[src/ynd_pkg.sv]
package ynd_pkg;

  localparam int MAX_WIDTH  = 4096;
  localparam int MAX_HEIGHT = 4096;

  localparam int CFG_W    = 13;
  localparam int STRIDE_W = 14;
  localparam int DIM_W    = $clog2(((MAX_WIDTH > MAX_HEIGHT) ? MAX_WIDTH : MAX_HEIGHT) + 1);
  localparam int COL_W    = STRIDE_W;
  localparam int ROW_W    = DIM_W;
  localparam int NSR_W    = ROW_W + 1;
  localparam int COORD_W  = 12;
  localparam int PIX_W    = 8;
  localparam int DIV_CNT_W = $clog2(DIM_W + 1);

  localparam int NUM_REGS = 6;
  localparam int ADDR_W   = $clog2(4 * NUM_REGS);
  localparam int IDX_W    = ADDR_W - 2;
  localparam int DATA_W   = 32;

  localparam logic [IDX_W-1:0] REG_SRC_WIDTH     = IDX_W'(0);
  localparam logic [IDX_W-1:0] REG_SRC_HEIGHT    = IDX_W'(1);
  localparam logic [IDX_W-1:0] REG_LUMA_STRIDE   = IDX_W'(2);
  localparam logic [IDX_W-1:0] REG_CHROMA_STRIDE = IDX_W'(3);
  localparam logic [IDX_W-1:0] REG_DST_WIDTH     = IDX_W'(4);
  localparam logic [IDX_W-1:0] REG_DST_HEIGHT    = IDX_W'(5);

  localparam logic [CFG_W-1:0]    RST_SRC_WIDTH     = CFG_W'(640);
  localparam logic [CFG_W-1:0]    RST_SRC_HEIGHT    = CFG_W'(480);
  localparam logic [STRIDE_W-1:0] RST_LUMA_STRIDE   = STRIDE_W'(640);
  localparam logic [CFG_W-1:0]    RST_CHROMA_STRIDE = CFG_W'(320);
  localparam logic [CFG_W-1:0]    RST_DST_WIDTH     = CFG_W'(320);
  localparam logic [CFG_W-1:0]    RST_DST_HEIGHT    = CFG_W'(240);

  localparam logic [1:0] PLANE_Y    = 2'd0;
  localparam logic [1:0] PLANE_U    = 2'd1;
  localparam logic [1:0] PLANE_V    = 2'd2;
  localparam logic [1:0] PLANE_IDLE = 2'd3;

  localparam int FIFO_DEPTH = 4;
  localparam int FIFO_AW    = $clog2(FIFO_DEPTH);

  typedef struct packed {
    logic [DIM_W-1:0]    sw;
    logic [DIM_W-1:0]    sh;
    logic [DIM_W-1:0]    dw;
    logic [DIM_W-1:0]    dh;
    logic [STRIDE_W-1:0] stride;
    logic [DIM_W-1:0]    col_q;
    logic [DIM_W-1:0]    col_r;
    logic [DIM_W-1:0]    row_q;
    logic [DIM_W-1:0]    row_r;
  } geom_t;

  typedef struct packed {
    logic [PIX_W-1:0] pixel;
    logic [1:0]       plane;
    logic             restart;
    logic             row_end;
    logic             new_plane;
    logic [1:0]       next_plane;
    logic [COL_W-1:0] col;
    logic [ROW_W-1:0] next_row;
  } entry_t;

  typedef struct packed {
    logic               frame_end;
    logic [1:0]         plane;
    logic [COORD_W-1:0] dest_y;
    logic [COORD_W-1:0] dest_x;
    logic [PIX_W-1:0]   pixel;
  } result_t;

  typedef struct packed {
    logic             start;
    logic [DIM_W-1:0] dividend;
    logic [DIM_W-1:0] divisor;
  } div_req_t;

  typedef struct packed {
    logic             done;
    logic [DIM_W-1:0] quo;
    logic [DIM_W-1:0] rem;
  } div_rsp_t;

endpackage

[src/ynd_div.sv]
module ynd_div
  import ynd_pkg::*;
(
  input  logic     clk,
  input  logic     rst,
  input  div_req_t req,
  output div_rsp_t rsp
);

  logic                 active;
  logic                 done;
  logic [DIV_CNT_W-1:0] cnt;
  logic [DIM_W-1:0]     rem;
  logic [DIM_W-1:0]     quo;
  logic [DIM_W-1:0]     divisor;
  logic [DIM_W+1:0]     partial;
  logic                 take;
  logic [DIM_W-1:0]     rem_next;

  always_comb begin
    partial  = {1'b0, rem, quo[DIM_W-1]} - {2'b00, divisor};
    take     = ~partial[DIM_W+1];
    rem_next = take ? partial[DIM_W-1:0] : {rem[DIM_W-2:0], quo[DIM_W-1]};
  end

  always_ff @(posedge clk) begin
    if (rst) begin
      active <= 1'b0;
      done   <= 1'b0;
      cnt    <= '0;
    end else begin
      done <= 1'b0;
      if (req.start) begin
        active <= 1'b1;
        cnt    <= DIV_CNT_W'(DIM_W);
      end else if (active) begin
        cnt <= cnt - DIV_CNT_W'(1);
        if (cnt == DIV_CNT_W'(1)) begin
          active <= 1'b0;
          done   <= 1'b1;
        end
      end
    end
  end

  always_ff @(posedge clk) begin
    if (req.start) begin
      rem     <= '0;
      quo     <= req.dividend;
      divisor <= req.divisor;
    end else if (active) begin
      rem <= rem_next;
      quo <= {quo[DIM_W-2:0], take};
    end
  end

  assign rsp.done = done;
  assign rsp.quo  = quo;
  assign rsp.rem  = rem;

endmodule

[src/ynd_cfg.sv]
module ynd_cfg
  import ynd_pkg::*;
(
  input  logic              clk,
  input  logic              rst,
  input  logic              psel,
  input  logic              penable,
  input  logic              pwrite,
  input  logic [ADDR_W-1:0] paddr,
  input  logic [DATA_W-1:0] pwdata,
  output logic [DATA_W-1:0] prdata,
  output geom_t             luma_g,
  output geom_t             chroma_g,
  output logic              busy
);

  localparam int JOBS  = 4;
  localparam int JOB_W = $clog2(JOBS);

  typedef enum logic [2:0] {
    SU_IDLE  = 3'b001,
    SU_START = 3'b010,
    SU_WAIT  = 3'b100
  } setup_state_t;

  logic [CFG_W-1:0]    src_width;
  logic [CFG_W-1:0]    src_height;
  logic [STRIDE_W-1:0] luma_stride;
  logic [CFG_W-1:0]    chroma_stride;
  logic [CFG_W-1:0]    dst_width;
  logic [CFG_W-1:0]    dst_height;

  setup_state_t     state, state_next;
  logic [JOB_W-1:0] job, job_next;
  logic             pending, pending_next;
  logic [DIM_W-1:0] q_res [JOBS];
  logic [DIM_W-1:0] r_res [JOBS];

  logic             wr;
  logic [IDX_W-1:0] idx;
  logic [DIM_W-1:0] sw, sh, dw, dh;
  logic [DIM_W-1:0] c_sw, c_sh, c_dw, c_dh;
  div_req_t         div_req;
  div_rsp_t         div_rsp;

  assign wr  = psel && penable && pwrite;
  assign idx = paddr[ADDR_W-1:2];

  always_ff @(posedge clk) begin
    if (rst) begin
      src_width     <= RST_SRC_WIDTH;
      src_height    <= RST_SRC_HEIGHT;
      luma_stride   <= RST_LUMA_STRIDE;
      chroma_stride <= RST_CHROMA_STRIDE;
      dst_width     <= RST_DST_WIDTH;
      dst_height    <= RST_DST_HEIGHT;
    end else if (wr) begin
      unique case (idx)
        REG_SRC_WIDTH:     src_width     <= pwdata[CFG_W-1:0];
        REG_SRC_HEIGHT:    src_height    <= pwdata[CFG_W-1:0];
        REG_LUMA_STRIDE:   luma_stride   <= pwdata[STRIDE_W-1:0];
        REG_CHROMA_STRIDE: chroma_stride <= pwdata[CFG_W-1:0];
        REG_DST_WIDTH:     dst_width     <= pwdata[CFG_W-1:0];
        REG_DST_HEIGHT:    dst_height    <= pwdata[CFG_W-1:0];
        default: ;
      endcase
    end
  end

  always_comb begin
    unique case (idx)
      REG_SRC_WIDTH:     prdata = DATA_W'(src_width);
      REG_SRC_HEIGHT:    prdata = DATA_W'(src_height);
      REG_LUMA_STRIDE:   prdata = DATA_W'(luma_stride);
      REG_CHROMA_STRIDE: prdata = DATA_W'(chroma_stride);
      REG_DST_WIDTH:     prdata = DATA_W'(dst_width);
      REG_DST_HEIGHT:    prdata = DATA_W'(dst_height);
      default:           prdata = '0;
    endcase
  end

  always_comb begin
    sw   = (src_width > CFG_W'(MAX_WIDTH)) ? DIM_W'(MAX_WIDTH) : DIM_W'(src_width);
    sh   = (src_height > CFG_W'(MAX_HEIGHT)) ? DIM_W'(MAX_HEIGHT) : DIM_W'(src_height);
    dw   = (dst_width > CFG_W'(sw)) ? sw : DIM_W'(dst_width);
    dh   = (dst_height > CFG_W'(sh)) ? sh : DIM_W'(dst_height);
    c_sw = sw >> 1;
    c_sh = sh >> 1;
    c_dw = dw >> 1;
    c_dh = dh >> 1;
  end

  always_comb begin
    luma_g.sw       = sw;
    luma_g.sh       = sh;
    luma_g.dw       = dw;
    luma_g.dh       = dh;
    luma_g.stride   = (luma_stride == '0) ? STRIDE_W'(1) : luma_stride;
    luma_g.col_q    = q_res[0];
    luma_g.col_r    = r_res[0];
    luma_g.row_q    = q_res[1];
    luma_g.row_r    = r_res[1];
    chroma_g.sw     = c_sw;
    chroma_g.sh     = c_sh;
    chroma_g.dw     = c_dw;
    chroma_g.dh     = c_dh;
    chroma_g.stride = (chroma_stride == '0) ? STRIDE_W'(1) : STRIDE_W'(chroma_stride);
    chroma_g.col_q  = q_res[2];
    chroma_g.col_r  = r_res[2];
    chroma_g.row_q  = q_res[3];
    chroma_g.row_r  = r_res[3];
  end

  always_comb begin
    state_next       = state;
    job_next         = job;
    pending_next     = pending || wr;
    div_req.start    = 1'b0;
    div_req.dividend = job[0] ? (job[1] ? c_sh : sh) : (job[1] ? c_sw : sw);
    div_req.divisor  = job[0] ? (job[1] ? c_dh : dh) : (job[1] ? c_dw : dw);
    unique case (state)
      SU_IDLE: begin
        if (pending) begin
          state_next   = SU_START;
          job_next     = '0;
          pending_next = wr;
        end
      end
      SU_START: begin
        div_req.start = 1'b1;
        state_next    = SU_WAIT;
      end
      SU_WAIT: begin
        if (div_rsp.done) begin
          if (job == JOB_W'(JOBS - 1)) begin
            state_next = SU_IDLE;
          end else begin
            job_next   = job + JOB_W'(1);
            state_next = SU_START;
          end
        end
      end
      default: state_next = SU_IDLE;
    endcase
  end

  always_ff @(posedge clk) begin
    if (rst) begin
      state   <= SU_IDLE;
      job     <= '0;
      pending <= 1'b1;
    end else begin
      state   <= state_next;
      job     <= job_next;
      pending <= pending_next;
    end
  end

  always_ff @(posedge clk) begin
    if (state == SU_WAIT && div_rsp.done) begin
      q_res[job] <= div_rsp.quo;
      r_res[job] <= div_rsp.rem;
    end
  end

  assign busy = pending || (state != SU_IDLE);

  ynd_div u_div (
    .clk (clk),
    .rst (rst),
    .req (div_req),
    .rsp (div_rsp)
  );

endmodule

[src/ynd_front.sv]
module ynd_front
  import ynd_pkg::*;
(
  input  logic             clk,
  input  logic             rst,
  input  logic             s_tvalid,
  output logic             s_tready,
  input  logic [PIX_W-1:0] s_tdata,
  input  logic             s_tuser,
  input  logic             busy,
  input  logic             fifo_full,
  input  geom_t            luma_g,
  input  geom_t            chroma_g,
  output logic             push,
  output entry_t           push_entry
);

  logic [1:0]       cur_plane;
  logic [COL_W-1:0] byte_column;
  logic [ROW_W-1:0] source_row;

  logic             accept;
  logic [1:0]       eff_plane;
  logic [COL_W-1:0] eff_col;
  logic [ROW_W-1:0] eff_row;
  logic [DIM_W-1:0] plane_sh;
  logic [STRIDE_W-1:0] plane_stride;
  logic [COL_W:0]   col_inc;
  logic [ROW_W:0]   row_inc;
  logic             row_end;
  logic             plane_done;
  logic [1:0]       next_plane;

  always_comb begin
    eff_plane    = s_tuser ? ((luma_g.sh != '0) ? PLANE_Y : PLANE_IDLE) : cur_plane;
    eff_col      = s_tuser ? '0 : byte_column;
    eff_row      = s_tuser ? '0 : source_row;
    plane_sh     = (eff_plane == PLANE_Y) ? luma_g.sh : chroma_g.sh;
    plane_stride = (eff_plane == PLANE_Y) ? luma_g.stride : chroma_g.stride;
    col_inc      = {1'b0, eff_col} + (COL_W+1)'(1);
    row_inc      = {1'b0, eff_row} + (ROW_W+1)'(1);
    row_end      = col_inc >= (COL_W+1)'(plane_stride);
    plane_done   = row_inc >= (ROW_W+1)'(plane_sh);
    unique case (eff_plane)
      PLANE_Y: next_plane = (chroma_g.sh != '0) ? PLANE_U : PLANE_IDLE;
      PLANE_U: next_plane = (chroma_g.sh != '0) ? PLANE_V : PLANE_IDLE;
      default: next_plane = PLANE_IDLE;
    endcase
  end

  assign s_tready = !busy && !fifo_full;
  assign accept   = s_tvalid && s_tready;
  assign push     = accept && (eff_plane != PLANE_IDLE);

  always_comb begin
    push_entry.pixel      = s_tdata;
    push_entry.plane      = eff_plane;
    push_entry.restart    = s_tuser;
    push_entry.row_end    = row_end;
    push_entry.new_plane  = row_end && plane_done;
    push_entry.next_plane = next_plane;
    push_entry.col        = eff_col;
    push_entry.next_row   = row_inc[ROW_W-1:0];
  end

  always_ff @(posedge clk) begin
    if (rst) begin
      cur_plane   <= PLANE_Y;
      byte_column <= '0;
      source_row  <= '0;
    end else if (accept) begin
      if (eff_plane == PLANE_IDLE) begin
        cur_plane <= PLANE_IDLE;
      end else if (row_end) begin
        byte_column <= '0;
        if (plane_done) begin
          cur_plane  <= next_plane;
          source_row <= '0;
        end else begin
          cur_plane  <= eff_plane;
          source_row <= row_inc[ROW_W-1:0];
        end
      end else begin
        cur_plane   <= eff_plane;
        byte_column <= col_inc[COL_W-1:0];
        source_row  <= eff_row;
      end
    end
  end

endmodule

[src/ynd_fifo.sv]
module ynd_fifo
  import ynd_pkg::*;
(
  input  logic   clk,
  input  logic   rst,
  input  logic   push,
  input  entry_t wdata,
  input  logic   pop,
  output entry_t rdata,
  output logic   full,
  output logic   empty
);

  entry_t             mem [FIFO_DEPTH];
  logic [FIFO_AW-1:0] wr_ptr;
  logic [FIFO_AW-1:0] rd_ptr;
  logic [FIFO_AW:0]   count;

  assign full  = (count == (FIFO_AW+1)'(FIFO_DEPTH));
  assign empty = (count == '0);
  assign rdata = mem[rd_ptr];

  always_ff @(posedge clk) begin
    if (rst) begin
      wr_ptr <= '0;
      rd_ptr <= '0;
      count  <= '0;
    end else begin
      if (push) begin
        wr_ptr <= wr_ptr + FIFO_AW'(1);
      end
      if (pop) begin
        rd_ptr <= rd_ptr + FIFO_AW'(1);
      end
      priority if (push && !pop) begin
        count <= count + (FIFO_AW+1)'(1);
      end else if (pop && !push) begin
        count <= count - (FIFO_AW+1)'(1);
      end else begin
        count <= count;
      end
    end
  end

  always_ff @(posedge clk) begin
    if (push) begin
      mem[wr_ptr] <= wdata;
    end
  end

endmodule

[src/ynd_back.sv]
module ynd_back
  import ynd_pkg::*;
(
  input  logic                       clk,
  input  logic                       rst,
  input  logic                       empty,
  input  entry_t                     head,
  output logic                       pop,
  input  geom_t                      luma_g,
  input  geom_t                      chroma_g,
  output logic                       m_tvalid,
  input  logic                       m_tready,
  output logic [2*COORD_W+PIX_W-1:0] m_tdata,
  output logic [1:0]                 m_tuser,
  output logic                       m_tlast
);

  logic [DIM_W-1:0] out_column, out_column_next;
  logic [COL_W-1:0] next_col, next_col_next;
  logic [DIM_W-1:0] col_rem, col_rem_next;
  logic [DIM_W-1:0] out_row, out_row_next;
  logic [NSR_W-1:0] next_src_row, next_src_row_next;
  logic [DIM_W-1:0] row_rem, row_rem_next;
  logic             row_sel, row_sel_next;
  result_t          res, res_next;

  geom_t            g;
  logic [DIM_W-1:0] next_dh;
  logic [DIM_W-1:0] oc0, crem0, or0, rrem0;
  logic [COL_W-1:0] nsc0;
  logic [NSR_W-1:0] nsr0;
  logic             rsel0;
  logic             emit;
  logic [DIM_W-1:0] oc_inc, or_inc;
  logic [DIM_W:0]   col_sum, row_sum;
  logic             col_wrap, row_wrap;
  logic [DIM_W:0]   col_adj, row_adj;
  logic [COL_W-1:0] nsc_step;
  logic [NSR_W-1:0] nsr_step;
  logic [DIM_W-1:0] or1, rrem1;
  logic [NSR_W-1:0] nsr1;

  assign pop = !empty && (!m_tvalid || m_tready);

  always_comb begin
    g       = (head.plane == PLANE_Y) ? luma_g : chroma_g;
    next_dh = (head.next_plane == PLANE_Y) ? luma_g.dh : chroma_g.dh;

    if (head.restart) begin
      oc0   = '0;
      nsc0  = '0;
      crem0 = '0;
      or0   = '0;
      nsr0  = '0;
      rrem0 = '0;
      rsel0 = (g.dh != '0);
    end else begin
      oc0   = out_column;
      nsc0  = next_col;
      crem0 = col_rem;
      or0   = out_row;
      nsr0  = next_src_row;
      rrem0 = row_rem;
      rsel0 = row_sel;
    end

    emit     = rsel0 && (oc0 < g.dw) && (head.col == nsc0);
    oc_inc   = oc0 + DIM_W'(1);
    or_inc   = or0 + DIM_W'(1);

    col_sum  = {1'b0, crem0} + {1'b0, g.col_r};
    col_wrap = col_sum >= {1'b0, g.dw};
    col_adj  = col_wrap ? (col_sum - {1'b0, g.dw}) : col_sum;
    nsc_step = nsc0 + COL_W'(g.col_q) + COL_W'(col_wrap);

    row_sum  = {1'b0, rrem0} + {1'b0, g.row_r};
    row_wrap = row_sum >= {1'b0, g.dh};
    row_adj  = row_wrap ? (row_sum - {1'b0, g.dh}) : row_sum;
    nsr_step = nsr0 + NSR_W'(g.row_q) + NSR_W'(row_wrap);

    or1   = rsel0 ? or_inc : or0;
    nsr1  = rsel0 ? nsr_step : nsr0;
    rrem1 = rsel0 ? row_adj[DIM_W-1:0] : rrem0;

    if (head.row_end) begin
      out_column_next = '0;
      next_col_next   = '0;
      col_rem_next    = '0;
      if (head.new_plane) begin
        out_row_next      = '0;
        next_src_row_next = '0;
        row_rem_next      = '0;
        row_sel_next      = (head.next_plane != PLANE_IDLE) && (next_dh != '0);
      end else begin
        out_row_next      = or1;
        next_src_row_next = nsr1;
        row_rem_next      = rrem1;
        row_sel_next      = (or1 < g.dh) && (NSR_W'(head.next_row) == nsr1);
      end
    end else begin
      out_column_next   = emit ? oc_inc : oc0;
      next_col_next     = emit ? nsc_step : nsc0;
      col_rem_next      = emit ? col_adj[DIM_W-1:0] : crem0;
      out_row_next      = or0;
      next_src_row_next = nsr0;
      row_rem_next      = rrem0;
      row_sel_next      = rsel0;
    end

    res_next.pixel     = head.pixel;
    res_next.plane     = head.plane;
    res_next.dest_x    = oc0[COORD_W-1:0];
    res_next.dest_y    = or0[COORD_W-1:0];
    res_next.frame_end = (head.plane == PLANE_V) && (oc_inc == g.dw) && (or_inc == g.dh);
  end

  always_ff @(posedge clk) begin
    if (rst) begin
      out_column   <= '0;
      next_col     <= '0;
      col_rem      <= '0;
      out_row      <= '0;
      next_src_row <= '0;
      row_rem      <= '0;
      row_sel      <= 1'b0;
      m_tvalid     <= 1'b0;
    end else begin
      if (pop) begin
        out_column   <= out_column_next;
        next_col     <= next_col_next;
        col_rem      <= col_rem_next;
        out_row      <= out_row_next;
        next_src_row <= next_src_row_next;
        row_rem      <= row_rem_next;
        row_sel      <= row_sel_next;
      end
      priority if (pop && emit) begin
        m_tvalid <= 1'b1;
      end else if (m_tready) begin
        m_tvalid <= 1'b0;
      end else begin
        m_tvalid <= m_tvalid;
      end
    end
  end

  always_ff @(posedge clk) begin
    if (pop && emit) begin
      res <= res_next;
    end
  end

  assign m_tdata = {res.dest_y, res.dest_x, res.pixel};
  assign m_tuser = res.plane;
  assign m_tlast = res.frame_end;

endmodule

[src/yuv420_nearest_downscale.sv]
// A kept byte is written into the FIFO and, once popped, raises m_tvalid from the output register.
// Throughput: one byte per cycle while s_tready is high (no setup running, FIFO not full); dropped bytes too.
// After reset and after every register write a divider runs four 13-bit divisions
// for the luma and chroma steps; s_tready stays low meanwhile.
// Reset is synchronous and active high; registers return to a 640x480 to 320x240 setup.
module yuv420_nearest_downscale
  import ynd_pkg::*;
(
  input  logic                       clk,
  input  logic                       rst,
  input  logic                       psel,
  input  logic                       penable,
  input  logic                       pwrite,
  input  logic [ADDR_W-1:0]          paddr,
  input  logic [DATA_W-1:0]          pwdata,
  output logic [DATA_W-1:0]          prdata,
  output logic                       pready,
  input  logic                       s_tvalid,
  output logic                       s_tready,
  input  logic [PIX_W-1:0]           s_tdata,  // pixel_byte
  input  logic                       s_tuser,  // frame_start
  output logic                       m_tvalid,
  input  logic                       m_tready,
  output logic [2*COORD_W+PIX_W-1:0] m_tdata,  // pixel, dest_x, dest_y
  output logic [1:0]                 m_tuser,  // plane
  output logic                       m_tlast
);

  geom_t  luma_g;
  geom_t  chroma_g;
  logic   busy;
  logic   push;
  logic   pop;
  logic   fifo_full;
  logic   fifo_empty;
  entry_t push_entry;
  entry_t head;

  assign pready = 1'b1;

  ynd_cfg u_cfg (
    .clk      (clk),
    .rst      (rst),
    .psel     (psel),
    .penable  (penable),
    .pwrite   (pwrite),
    .paddr    (paddr),
    .pwdata   (pwdata),
    .prdata   (prdata),
    .luma_g   (luma_g),
    .chroma_g (chroma_g),
    .busy     (busy)
  );

  ynd_front u_front (
    .clk        (clk),
    .rst        (rst),
    .s_tvalid   (s_tvalid),
    .s_tready   (s_tready),
    .s_tdata    (s_tdata),
    .s_tuser    (s_tuser),
    .busy       (busy),
    .fifo_full  (fifo_full),
    .luma_g     (luma_g),
    .chroma_g   (chroma_g),
    .push       (push),
    .push_entry (push_entry)
  );

  ynd_fifo u_fifo (
    .clk   (clk),
    .rst   (rst),
    .push  (push),
    .wdata (push_entry),
    .pop   (pop),
    .rdata (head),
    .full  (fifo_full),
    .empty (fifo_empty)
  );

  ynd_back u_back (
    .clk      (clk),
    .rst      (rst),
    .empty    (fifo_empty),
    .head     (head),
    .pop      (pop),
    .luma_g   (luma_g),
    .chroma_g (chroma_g),
    .m_tvalid (m_tvalid),
    .m_tready (m_tready),
    .m_tdata  (m_tdata),
    .m_tuser  (m_tuser),
    .m_tlast  (m_tlast)
  );

endmodule

[config.mk]
export PLATFORM = sky130hd
export DESIGN_NAME = yuv420_nearest_downscale
export DESIGN_NICKNAME = d
export VERILOG_FILES = /design/src/ynd_pkg.sv /design/src/ynd_div.sv /design/src/ynd_cfg.sv /design/src/ynd_front.sv /design/src/ynd_fifo.sv /design/src/ynd_back.sv /design/src/yuv420_nearest_downscale.sv
export SDC_FILE = /design/constraint.sdc
export NUM_CORES = 1
export LEC_CHECK = 0
export ABC_AREA = 1
export BUFFER_PORTS_ARGS = -buffer_cell sky130_fd_sc_hd__buf_2
export CORE_MARGIN = 4
export CORE_UTILIZATION = 60
export DETAILED_ROUTE_END_ITERATION = 8
export PLACE_DENSITY = 0.78
export SYNTH_ARGS = -nofsm -noshare
export SYNTH_HDL_FRONTEND = slang
export SYNTH_HIERARCHICAL = 1
export SYNTH_SLANG_ARGS = --single-unit
[constraint.sdc]
create_clock -name clk -period 19.57 [get_ports clk]
set_clock_uncertainty 0.1 [all_clocks]
set_input_delay 1.957 -clock clk [delete_from_list [all_inputs] [get_ports clk]]
set_output_delay 1.957 -clock clk [all_outputs]
set_load 0.05 [all_outputs]
==> results.py <==
metrics = {
    "global_routing": {
        "grt_pass1_wl_um": 142400,
        "grt-ovfl-total": 0,
        "grtUsageTotal_pct": 29.23,
        "grt_pass1_vias": 26528,
        "grt_max_degree": 86,
        "antenna_found_initial": 1,
    },
    "sta": {
        "final_max_slew_viol_count": 0,
        "fin_crit_sh_pct": 48.27,
        "worstMarginPinSlew_ps": 1157,
        "hold_slack_ps": 365.0,
        "setup_viol": 0,
        "slew_headroom_pct": 22.72,
        "rsz0062_at_grt": "false",
        "min_period_ps": 9446,
        "clock.fmax_ghz": 0.1059,
        "final.setup.tns_ps": 0,
        "hold_viol_final": 0,
    },
    "detailed_routing": {
        "m1WireLength_um": 38460,
        "drc": 0,
        "met3_length_um": 7734,
        "drt-initial-drc-count": 3003,
        "ant_nets": 0,
        "dr.pass1.iters": 6,
        "wl_met2_um": 41340,
        "num_vias": 29339,
        "wire_per_inst_um": 17.97,
        "drt_wl_total_um": 91120,
        "vias_per_cell": 5.787,
        "highest_layer": "met5",
    },
    "die": {
        "initial_core_util_pct": 60.87,
        "die_y_um": 247.6,
        "dieWidth_um": 247.6,
        "io-pin-count": 123,
        "die_area_sq_um": 61320,
        "core_region_area_sq_um": 56600,
        "rows": 87,
    },
    "power": {
        "p_leak_nw": 16.22,
        "power.density_nw_per_um2": 134.8,
        "ir_worst_vdd_mv": 0.1219,
    },
    "clocking": {
        "cts_inserted_buffers": 58,
        "cts_root_buf": "clkbuf_16",
        "clock_sinks": 557,
        "cts_tree": "built",
        "cts_resized": 0,
        "path_clk_slew_ps": 60,
        "h-tree-depth": 2,
        "clockBufferDepth": 3,
        "postCtsSetupBuffers": 0,
        "clkLatencyLatePin_ps": 640,
        "hold_buffers": 0,
    },
    "critical_path": {
        "cp-start-kind": "register",
        "critPathKind": "reg -> reg",
        "crit_top_cell": "nand2_1",
        "slowest_delay_ps": 750,
        "slowest_stage": "o22ai_1",
        "critical_path_arrival_ps": 9900,
        "path_max_fanout": 85,
        "end_kind": "register",
        "required_ps": 20020,
    },
    "layout": {
        "final_area_sq_um": 36610,
        "drive_gt1_share_pct": 8.762,
        "fillers": 4795,
        "syn_to_final_growth_pct": 6.257,
        "final_nets": 4509,
        "final_core_util_pct": 64.68,
        "antennaDiodeCount": 0,
    },
    "place": {
        "place.gp.congestion": 0.9870,
        "post_dp_cell_area_sq_um": 34610,
        "port_buffers": 83,
        "post-dp-hpwl_um": 64540,
    },
    "yosys": {
        "yosys_warnings": 6,
        "syn_avg_cell_area_sq_um": 7.944,
        "netlist_area_sq_um": 34450,
        "synth_cells": 4337,
    },
    "run_status": {
        "status": "completed",
    },
    "flow_run": {
        "cap_viol_max_count": 0,
    },
    "min_path": {
        "min_path_type": "reg -> reg",
    },
}
[worst paths after layout]
| check | end | slack (ps) | startpoint | depth (start not counted) |
|---|---|---|---|---|
| worst max register to register | u_back/next_col[12] | 10120 | register | 41 |
| worst min register to register | u_back/row_rem[7] | 360 | u_back/row_rem[7] | 2 |
| worst max-delay path | u_back/next_col[12] | 10120 | register | 41 |
| worst min-delay path | u_back/row_rem[7] | 360 | u_back/row_rem[7] | 2 |
[final cells by class]
cell class              instances  area, sq um  area share (%)
clock buffers                  73         1538           4.200
clock inverters                37        459.2           1.254
inverters                     466         1763           4.816
multi-input cells            3072        16800           45.90
flip-flops and latches        557        14490           39.57
well taps                     756        945.9           2.584
repair buffers                109        613.1           1.675
[metrics by stage]
stage	power (W)	setup slack [ps]	std cells
floorplan	0.003254	12430	4358
global placement	0.003735	10260	4960
detailed placement	0.003771	10200	4960
CTS	0.004916	10150	5070
global route	0.005287	9276	5070
finish	0.004934	10120	5070
[state kept, by name (all words and copies together), names as in the netlist, 4 cells and up, named ones only]
register / count
u_back/next_src_row: 14
u_cfg/q_res: 52
u_cfg/u_div/divisor: 13
u_back/m_tdata: 32
u_cfg/chroma_stride: 13
u_back/out_row: 13
u_cfg/src_height: 13
u_front/byte_column: 14
u_cfg/dst_height: 13
u_cfg/u_div/rem: 13
u_back/col_rem: 13
u_fifo/mem: 168
u_cfg/u_div/quo: 13
u_cfg/luma_stride: 14
u_cfg/dst_width: 13
u_cfg/r_res: 52
u_cfg/src_width: 13
u_cfg/u_div/cnt: 4
u_back/next_col: 14
u_back/row_rem: 13
u_back/out_column: 13
u_front/source_row: 13
[worst max-delay path: cells and delay by family (launching register included)]
kind,cells,cell delay [ps]
AO/OA/AOI/OAI,13,2530
AND/OR/NAND/NOR,16,2460
adder cells (fa/ha/maj),5,2050
buffers and inverters,6,1680
flip-flops,1,310
XOR/XNOR,1,150
[layer usage]
layer | track usage, % | up-vias
li1 | - | 14341
met3 | 4.786 | 234
met4 | 10.83 | 2
met2 | 46.73 | 1249
met5 | 0 | -
met1 | 40.33 | 13513
[report_power, final]
part	switching [W]	internal, W	total, W
Combinational	0.00161	0.000732	0.00234
Clock	0.000481	0.000658	0.00114
Sequential	0.0000738	0.00138	0.00145
Total	0.00216	0.00277	0.00493
[cell usage in the layout, fill, tap and decap left out, types with 18 or more instances in the layout]
cell type	instances
a21oi_1	285
a221oi_1	19
buf_2	82
buf_4	27
clkbuf_16	58
conb_1	23
dfxtp_1	223
edfxtp_1	333
ha_1	182
inv_1	427
inv_2	28
mux2i_1	35
nand2_1	987
nand2_2	26
nand3_1	278
nand3_2	26
nand4_1	41
nor2_1	421
nor3_1	24
nor4_1	20
o211ai_1	26
o21ai_0	266
o21ai_1	56
o22ai_1	53
or2_2	18
xnor2_1	34
xor2_1	75
No activity file was read; power rests on OpenSTA's default activity.
